`src/sv/lkv_pkg.sv`:
```
// Shared types and constants for the LRU key-value store.
`default_nettype none

package lkv_pkg;

  // Default geometry of the store.
  localparam int LKV_ENTRIES  = 16;
  localparam int LKV_KEY_BITS = 64;

  // Configuration port geometry and register map.
  localparam int   APB_ADDR_W   = 3;
  localparam int   APB_DATA_W   = 32;
  localparam int   CAP_W        = 5;
  localparam logic REG_CAPACITY = 1'b0;
  localparam logic [CAP_W-1:0] CAP_RESET = 5'd16;

  // Operation codes carried by a command.
  typedef enum logic [1:0] {
    KIND_GET   = 2'd0,
    KIND_SET   = 2'd1,
    KIND_ERASE = 2'd2,
    KIND_CLEAR = 2'd3
  } lkv_kind_t;

  // Sequencer states.
  typedef enum logic [2:0] {
    ST_IDLE,
    ST_SCAN,
    ST_TAIL,
    ST_EXEC,
    ST_TRIM
  } lkv_state_t;

  // One command transaction.
  typedef struct packed {
    lkv_kind_t          kind;
    logic [63:0]        key;
    logic signed [63:0] value;
  } lkv_cmd_t;

  // One result transaction.
  typedef struct packed {
    logic               status;
    logic signed [63:0] read_value;
  } lkv_result_t;

endpackage

`default_nettype wire

```
`src/sv/lkv_ram.sv`:
```
// Generic simple dual-port RAM with one write port and a registered read port.
`default_nettype none

module lkv_ram #(
  parameter int WIDTH = 8,
  parameter int DEPTH = 16,
  localparam int AW = $clog2(DEPTH)
) (
  input  wire logic             clk,
  input  wire logic             we,
  input  wire logic [AW-1:0]    waddr,
  input  wire logic [WIDTH-1:0] wdata,
  input  wire logic [AW-1:0]    raddr,
  output logic      [WIDTH-1:0] rdata
);

  logic [WIDTH-1:0] mem [DEPTH];

  // Write port and registered read port.
  always_ff @(posedge clk) begin
    if (we) begin
      mem[waddr] <= wdata;
    end
    rdata <= mem[raddr];
  end

endmodule

`default_nettype wire

```
`src/sv/lru_key_value_store.sv`:
```
// Top level of the fully associative LRU key-value store.
//
//   Channel   Handshake               Payload
//   command   start in, busy out      cmd    (kind, key, value)
//   result    done out (one cycle)    result (status, read_value)
//   config    APB psel/penable/pwrite paddr, pwdata, prdata; pready tied high
//
// A get or erase scans every entry before it executes, a set also trims afterwards, and a
// clear skips the scan; done is raised in the first cycle with busy low, and a new command
// may be accepted in that same cycle. The scan reads the key/value memory one entry per
// cycle through its single read port.
// Reset is synchronous: it empties the store and sets capacity to 16.
// The receiver cannot stall; each result is shown for exactly one cycle.
`default_nettype none

module lru_key_value_store
  import lkv_pkg::*;
#(
  parameter int ENTRIES  = LKV_ENTRIES,
  parameter int KEY_BITS = LKV_KEY_BITS
) (
  input  wire logic                  clk,
  input  wire logic                  rst,
  input  wire logic                  start,
  output logic                       busy,
  input  wire lkv_cmd_t              cmd,
  output logic                       done,
  output lkv_result_t                result,
  input  wire logic                  psel,
  input  wire logic                  penable,
  input  wire logic                  pwrite,
  input  wire logic [APB_ADDR_W-1:0] paddr,
  input  wire logic [APB_DATA_W-1:0] pwdata,
  output logic      [APB_DATA_W-1:0] prdata,
  output logic                       pready
);

  localparam int IDX_W  = $clog2(ENTRIES);
  localparam int RANK_W = $clog2(ENTRIES);
  localparam int OCC_W  = $clog2(ENTRIES + 1);
  localparam int CW     = (OCC_W > CAP_W) ? OCC_W : CAP_W;
  localparam int DATA_W = KEY_BITS + 64;

  lkv_state_t state, state_next;

  // Latched command.
  lkv_kind_t           kind_q;
  logic [KEY_BITS-1:0] key_q;
  logic [63:0]         value_q;

  // Scan control and findings.
  logic [IDX_W-1:0]  cnt;
  logic              chk_valid;
  logic [IDX_W-1:0]  chk_idx;
  logic              hit;
  logic [IDX_W-1:0]  hit_idx;
  logic [RANK_W-1:0] hit_rank;
  logic [63:0]       hit_val;
  logic              free_found;
  logic [IDX_W-1:0]  free_idx;
  logic [IDX_W-1:0]  old_idx;

  // Entry state: valid bits, recency ranks and occupancy.
  logic [ENTRIES-1:0] valid;
  logic [RANK_W-1:0]  rank [ENTRIES];
  logic [OCC_W-1:0]   occ;

  logic [CAP_W-1:0]   capacity;
  logic               res_status;
  logic [63:0]        res_val;

  // Memory interface.
  logic                ram_we;
  logic [IDX_W-1:0]    ram_waddr;
  logic [DATA_W-1:0]   ram_rdata;
  logic [KEY_BITS-1:0] rd_key;
  logic [63:0]         rd_val;

  logic              accept;
  logic              full;
  logic [IDX_W-1:0]  ins_idx;
  logic [OCC_W-1:0]  occ_m1;
  logic [OCC_W-1:0]  cap_eff;
  logic [CW-1:0]     cap_wide;
  logic [CW-1:0]     ent_wide;
  logic              cfg_write;

  assign busy    = (state != ST_IDLE);
  assign accept  = start && !busy;
  assign full    = (occ == OCC_W'(ENTRIES));
  assign ins_idx = full ? old_idx : free_idx;
  assign occ_m1  = occ - OCC_W'(1);
  assign rd_key  = ram_rdata[DATA_W-1:64];
  assign rd_val  = ram_rdata[63:0];

  // Capacity saturates at the number of entries.
  assign cap_wide = CW'(capacity);
  assign ent_wide = CW'(ENTRIES);
  assign cap_eff  = (cap_wide > ent_wide) ? OCC_W'(ent_wide) : OCC_W'(cap_wide);

  // Configuration port.
  assign pready    = 1'b1;
  assign cfg_write = psel && penable && pwrite && pready;
  assign prdata    = (paddr[2] == REG_CAPACITY) ? APB_DATA_W'(capacity) : '0;

  always_ff @(posedge clk) begin
    if (rst) begin
      capacity <= CAP_RESET;
    end else if (cfg_write && paddr[2] == REG_CAPACITY) begin
      capacity <= pwdata[CAP_W-1:0];
    end
  end

  // Key and value storage, one entry per word.
  assign ram_we    = (state == ST_EXEC) && (kind_q == KIND_SET);
  assign ram_waddr = hit ? hit_idx : ins_idx;

  lkv_ram #(
    .WIDTH (DATA_W),
    .DEPTH (ENTRIES)
  ) u_ram (
    .clk   (clk),
    .we    (ram_we),
    .waddr (ram_waddr),
    .wdata ({key_q, value_q}),
    .raddr (cnt),
    .rdata (ram_rdata)
  );

  // State register.
  always_ff @(posedge clk) begin
    if (rst) begin
      state <= ST_IDLE;
    end else begin
      state <= state_next;
    end
  end

  // Next state: scan every entry (except for a clear), then apply the operation, then trim after a set.
  always_comb begin
    state_next = state;
    unique case (state)
      ST_IDLE: begin
        if (start) begin
          state_next = (cmd.kind == KIND_CLEAR) ? ST_EXEC : ST_SCAN;
        end
      end
      ST_SCAN: begin
        if (cnt == IDX_W'(ENTRIES - 1)) begin
          state_next = ST_TAIL;
        end
      end
      ST_TAIL: state_next = ST_EXEC;
      ST_EXEC: state_next = (kind_q == KIND_SET) ? ST_TRIM : ST_IDLE;
      ST_TRIM: state_next = ST_IDLE;
      default: state_next = ST_IDLE;
    endcase
  end

  // Command latch and scan address.
  always_ff @(posedge clk) begin
    if (accept) begin
      kind_q  <= cmd.kind;
      key_q   <= cmd.key[KEY_BITS-1:0];
      value_q <= cmd.value;
    end
    if (state == ST_SCAN) begin
      cnt <= cnt + IDX_W'(1);
    end else begin
      cnt <= '0;
    end
    chk_idx <= cnt;
  end

  // Scan findings: the matching entry, the first free slot and the oldest entry.
  always_ff @(posedge clk) begin
    if (rst) begin
      chk_valid  <= 1'b0;
      hit        <= 1'b0;
      free_found <= 1'b0;
    end else begin
      chk_valid <= (state == ST_SCAN);
      if (accept) begin
        hit        <= 1'b0;
        free_found <= 1'b0;
      end else if (chk_valid) begin
        if (valid[chk_idx] && rd_key == key_q) begin
          hit <= 1'b1;
        end
        if (!valid[chk_idx]) begin
          free_found <= 1'b1;
        end
      end
    end
  end

  always_ff @(posedge clk) begin
    if (chk_valid) begin
      if (valid[chk_idx] && rd_key == key_q) begin
        hit_idx  <= chk_idx;
        hit_rank <= rank[chk_idx];
        hit_val  <= rd_val;
      end
      if (!valid[chk_idx] && !free_found) begin
        free_idx <= chk_idx;
      end
      if (valid[chk_idx] && OCC_W'(rank[chk_idx]) == occ_m1) begin
        old_idx <= chk_idx;
      end
    end
  end

  // Recency ranks: every entry updates in parallel against the chosen slot.
  always_ff @(posedge clk) begin
    if (state == ST_EXEC) begin
      for (int i = 0; i < ENTRIES; i++) begin
        case (kind_q) inside
          KIND_GET, KIND_SET: begin
            if (hit) begin
              if (IDX_W'(i) == hit_idx) begin
                rank[i] <= '0;
              end else if (valid[i] && rank[i] < hit_rank) begin
                rank[i] <= rank[i] + RANK_W'(1);
              end
            end else if (kind_q == KIND_SET) begin
              if (IDX_W'(i) == ins_idx) begin
                rank[i] <= '0;
              end else if (valid[i]) begin
                rank[i] <= rank[i] + RANK_W'(1);
              end
            end
          end
          KIND_ERASE: begin
            if (hit && valid[i] && rank[i] > hit_rank) begin
              rank[i] <= rank[i] - RANK_W'(1);
            end
          end
          default: ;
        endcase
      end
    end
  end

  // Valid bits and occupancy.
  always_ff @(posedge clk) begin
    if (rst) begin
      valid <= '0;
      occ   <= '0;
    end else if (state == ST_EXEC) begin
      case (kind_q)
        KIND_SET: begin
          if (!hit) begin
            valid[ins_idx] <= 1'b1;
            if (!full) begin
              occ <= occ + OCC_W'(1);
            end
          end
        end
        KIND_ERASE: begin
          if (hit) begin
            valid[hit_idx] <= 1'b0;
            occ            <= occ_m1;
          end
        end
        KIND_CLEAR: begin
          valid <= '0;
          occ   <= '0;
        end
        default: ;
      endcase
    end else if (state == ST_TRIM) begin
      // Ranks are dense, so dropping every rank at or above capacity evicts the
      // least recent entries in one step.
      for (int i = 0; i < ENTRIES; i++) begin
        if (OCC_W'(rank[i]) >= cap_eff) begin
          valid[i] <= 1'b0;
        end
      end
      if (occ > cap_eff) begin
        occ <= cap_eff;
      end
    end
  end

  // Result register and strobe.
  always_ff @(posedge clk) begin
    if (rst) begin
      done <= 1'b0;
    end else begin
      done <= ((state == ST_EXEC) && (kind_q != KIND_SET)) || (state == ST_TRIM);
    end
  end

  always_ff @(posedge clk) begin
    if (state == ST_EXEC) begin
      res_status <= (kind_q == KIND_GET) && !hit;
      res_val    <= ((kind_q == KIND_GET) && hit) ? hit_val : '0;
    end
  end

  assign result.status     = res_status;
  assign result.read_value = res_val;

endmodule

`default_nettype wire

```
`config.mk`:
```
export PLATFORM = sky130hd
export DESIGN_NAME = lru_key_value_store
export DESIGN_NICKNAME = d
export VERILOG_FILES = /design/src/sv/lkv_pkg.sv /design/src/sv/lkv_ram.sv /design/src/sv/lru_key_value_store.sv
export SDC_FILE = /design/constraint.sdc
export NUM_CORES = 2
export LEC_CHECK = 0
export ABC_AREA = 1
export BUFFER_PORTS_ARGS = -buffer_cell sky130_fd_sc_hd__buf_2
export CAP_MARGIN = 40
export CORE_ASPECT_RATIO = 0.8
export CORE_MARGIN = 1
export CORE_UTILIZATION = 35
export DETAILED_ROUTE_END_ITERATION = 12
export PLACE_DENSITY = 0.55
export REMOVE_ABC_BUFFERS = 1
export SETUP_SLACK_MARGIN = 0.02
export SYNTH_ARGS = -nofsm -noshare
export SYNTH_HDL_FRONTEND = slang
export SYNTH_SLANG_ARGS = --single-unit
```
`constraint.sdc`:
```
create_clock -name clk -period 10.3 [get_ports clk]
set_input_delay 2.06 -clock clk [delete_from_list [all_inputs] [get_ports clk]]
set_output_delay 2.06 -clock clk [all_outputs]
set_load 0.05 [all_outputs]
```
==> summary.txt <==
Timing
  • Slew margin rel.: about 28%
  • Number of failing hold endpoints at the final stage: 0
  • RSZ-0062 raised after global routing: no
  • Slew Viols, Final: 0
  • Final setup viols: 0
  • Minimum clock period: 4850 ps
  • Final period utilization: 47.1%
  • Layout Skew: roughly 100 ps
  • Fmax: roughly 210 MHz
  • Slew at the pin closest to its max-slew limit: between 1000 and 1500 ps

Place
  • Post-DP HPWL: 155 mm
  • IO Port Bufs: 213
  • Cells after DPL: 11.8k
  • Placer's final routability congestion estimate: 0.838

Critical path
  • FF-to-FF Start: occ[0]
  • R2r worst-path depth: 13
  • Element type at the critical path end: output pin
  • CP required: roughly 8000 ps
  • WS Path Type: in2out
  • Worst Path Arrival: around 2800 ps
  • Reg2reg setup slack: 5690 ps
  • Worst-path maximum fanout: 6
  • Reg-to-reg endpoint: u_ram.mem[3][7]
  • Critical Path Start Type: input pin
  • Worst Setup SP: paddr[2]
  • End of the critical path: prdata[3]

Floorplanning
  • Core Area: about 290000 sq um
  • Initial Utilization: between 30% and 40%
  • Chip Height: approximately 490 microns
  • Number of I/O pins: ~270
  • Row count: ~180
  • Die footprint: 296000 sq um
  • Die width: roughly 610 microns

Global route
  • Initial antenna violation count: 12
  • Tot GR Track Use: a little under a fifth
  • Gr ovfl total: 0
  • Pin count of the biggest net entering global routing: 209
  • Global-route wire length before repair: between 400 and 500 mm
  • Number of global-route vias before repair: between 60k and 70k

Final layout
  • Final-stage net count: 8618
  • P&R area growth vs syn: 14.2%
  • Final core utilization: 40.3%
  • Post-Layout Cell Count: 12.3k
  • Share of layout cells above drive strength 1: 10.1%

Clock network
  • Resize count post-CTS: 0
  • CTS tree: yes
  • Clock Tree Buf Depth: 4
  • Clock buffer count from CTS: approximately 280
  • # clock sinks: ~2.6k
  • Max H-tree Level: 5
  • Clk slew on worst S/H paths: ~60 ps
  • Post-CTS Setup Inserts: 0
  • Post-CTS Hold Fix Bufs: 0
  • Clock Tree Root: clkbuf_16
  • Clk Latency, worst-skew pair: roughly 860 ps

Route
  • TritonRoute pass-1 iters: 7
  • Wire length after detailed routing: around 290 mm
  • Final ANT Viol Nets: 0
  • Vias per cell: 5.32
  • Routed via count: around 66k
  • Avg WL per Cell: about 24 microns
  • Iter 0 DRT Violations: 6558
  • Remaining DRCs: 0

Pwr
  • Maximum vdd drop: roughly 0.00013 V
  • Leakage: about 40 nW
  • Power Dens Cells: ~220 nW/um^2

Synthesis
  • Seq/Total Area, Yosys: between 70% and 80%
  • Primary FF master, synth: edfxtp_1
  • Share of the synthesized area in the top cell type: a little over two thirds
  • Post-Synthesis Cell Area: ~100000 sq um
  • Top cells by area, synth: edfxtp_1 70%, o21ai_0 5.6%, nor2_1 4.8%, dfxtp_1 3.3%, nand2_1 2.7%
  • Cell variety after synth: 54
  • Post-synth top area cell: edfxtp_1
  • EDFF count, synth: around 2.4k
  • Synthesized area per cell: 12.7 sq um
  • Async SR Flop Fraction: 0%
  • Post-Syn Instances: around 8.1k
  • Number of synthesis warnings: 0
  • Flops & latches, synth: ~2.6k

Run status
  • Status: complete, no violations

Hold path
  • Worst Hold Class: reg2reg

Flow run
  • Max-cap violation count: 0
==> sequential cells by signal, indices dropped and copies added, names as in the netlist, 2 cells and up <==
signal,cells
cap_wide,5
occ,5
res_val,64
value_q,64
key_q,64
cnt,4
state,3
chk_idx,4
valid,16
old_idx,4
free_idx,4
kind_q,2
hit_val,64
hit_rank,4
hit_idx,4
rank,64
u_ram.rdata,128
u_ram.mem,2048
==> final cells by class <==
cell class,instances,area [sq um]
multi-input combinational,4698,24300
timing repair buffer,357,2880
inverter,390,1490
clock buffer,355,7420
antenna,2,5.00
fill,26900,174000
clock inverter,138,1310
sequential,2556,75100
tap,3848,4810
==> report_power, final <==
part           internal [mW]  switching, mW  total [mW]
Clock                   5.57           4.08        9.65
Sequential              12.0          0.460        12.4
Combinational          0.972           2.53        3.51
==> Yosys cell counts, types with 44 or more instances <==
cell,n
a21oi_1,88
buf_2,78
buf_4,44
clkbuf_1,333
dfxtp_1,169
edfxtp_1,2387
ha_1,169
inv_1,379
nand2_1,742
nand3_1,376
nor2_1,1303
o211ai_1,63
o21ai_0,1150
o221ai_1,205
o22ai_1,312
==> metal layers <==
metal  global-route usage, %  wire length (microns)  vias to the layer above
li1                        -                      -                    29900
met1                    26.6                 129000                    33200
met2                    31.1                 136000                     2159
met3                    2.32                  17300                      439
met4                    5.86                   8490                        4
met5                       0                     15                        -
==> placed cells by master (no fill, tap or decap), drive strengths merged, types with 16 or more instances in the layout <==
| master | n |
|---|---|
| clkbuf | 355 |
| nand4 | 27 |
| clkinv | 101 |
| o221ai | 205 |
| xnor2 | 34 |
| nand2 | 755 |
| conb | 28 |
| inv | 399 |
| bufinv | 18 |
| ha | 169 |
| nand3 | 378 |
| a21oi | 91 |
| buf | 357 |
| edfxtp | 2387 |
| nor3 | 24 |
| o211ai | 63 |
| xor2 | 33 |
| nor2 | 1324 |
| dfxtp | 169 |
| o22ai | 313 |
| a21boi | 16 |
| o21ai | 1187 |
==> critical path, cell delays in order <==
cell and delay (ps):
buf_2 390, nor2_1 100, buf_2 230
==> kinds of logic after synthesis <==
family / synth area share [%]
flops: 73.1
simple gates: 10.1
compound gates: 10.7
buf+inv: 3.47
fa+ha+maj: 2.06
xor+xnor: 0.571
other cells: 0.00731
mux: 0.00975
==> how the worst min path moves through the flow <==
stage	from	endpoint	slack [ps]	cells after the start
2_1_floorplan	cnt[3]	chk_idx[3]	350	0
5_1_grt	u_ram.rdata[20]	hit_val[20]	390	0
3_3_place_gp	u_ram.rdata[3]	hit_val[3]	390	0
3_5_place_dp	u_ram.rdata[39]	hit_val[39]	390	0
4_1_cts	u_ram.rdata[20]	hit_val[20]	390	0
6_report	u_ram.rdata[45]	hit_val[45]	390	0
==> stage by stage <==
step | TNS [ps] | area [sq um] | worst slack [ps] | hold WS, ps | power (mW)
global placement | 0 | 108000 | 5140 | 388 | 16.0
detailed placement | 0 | 109000 | 5440 | 389 | 16.1
finish | 0 | 117000 | 5450 | 389 | 25.6
global route | 0 | 117000 | 5460 | 394 | 26.6
CTS | 0 | 117000 | 5440 | 386 | 25.8
floorplan | -5079830 | 101000 | -39310 | 351 | 15.0
(Power assumes the default switching activity.)
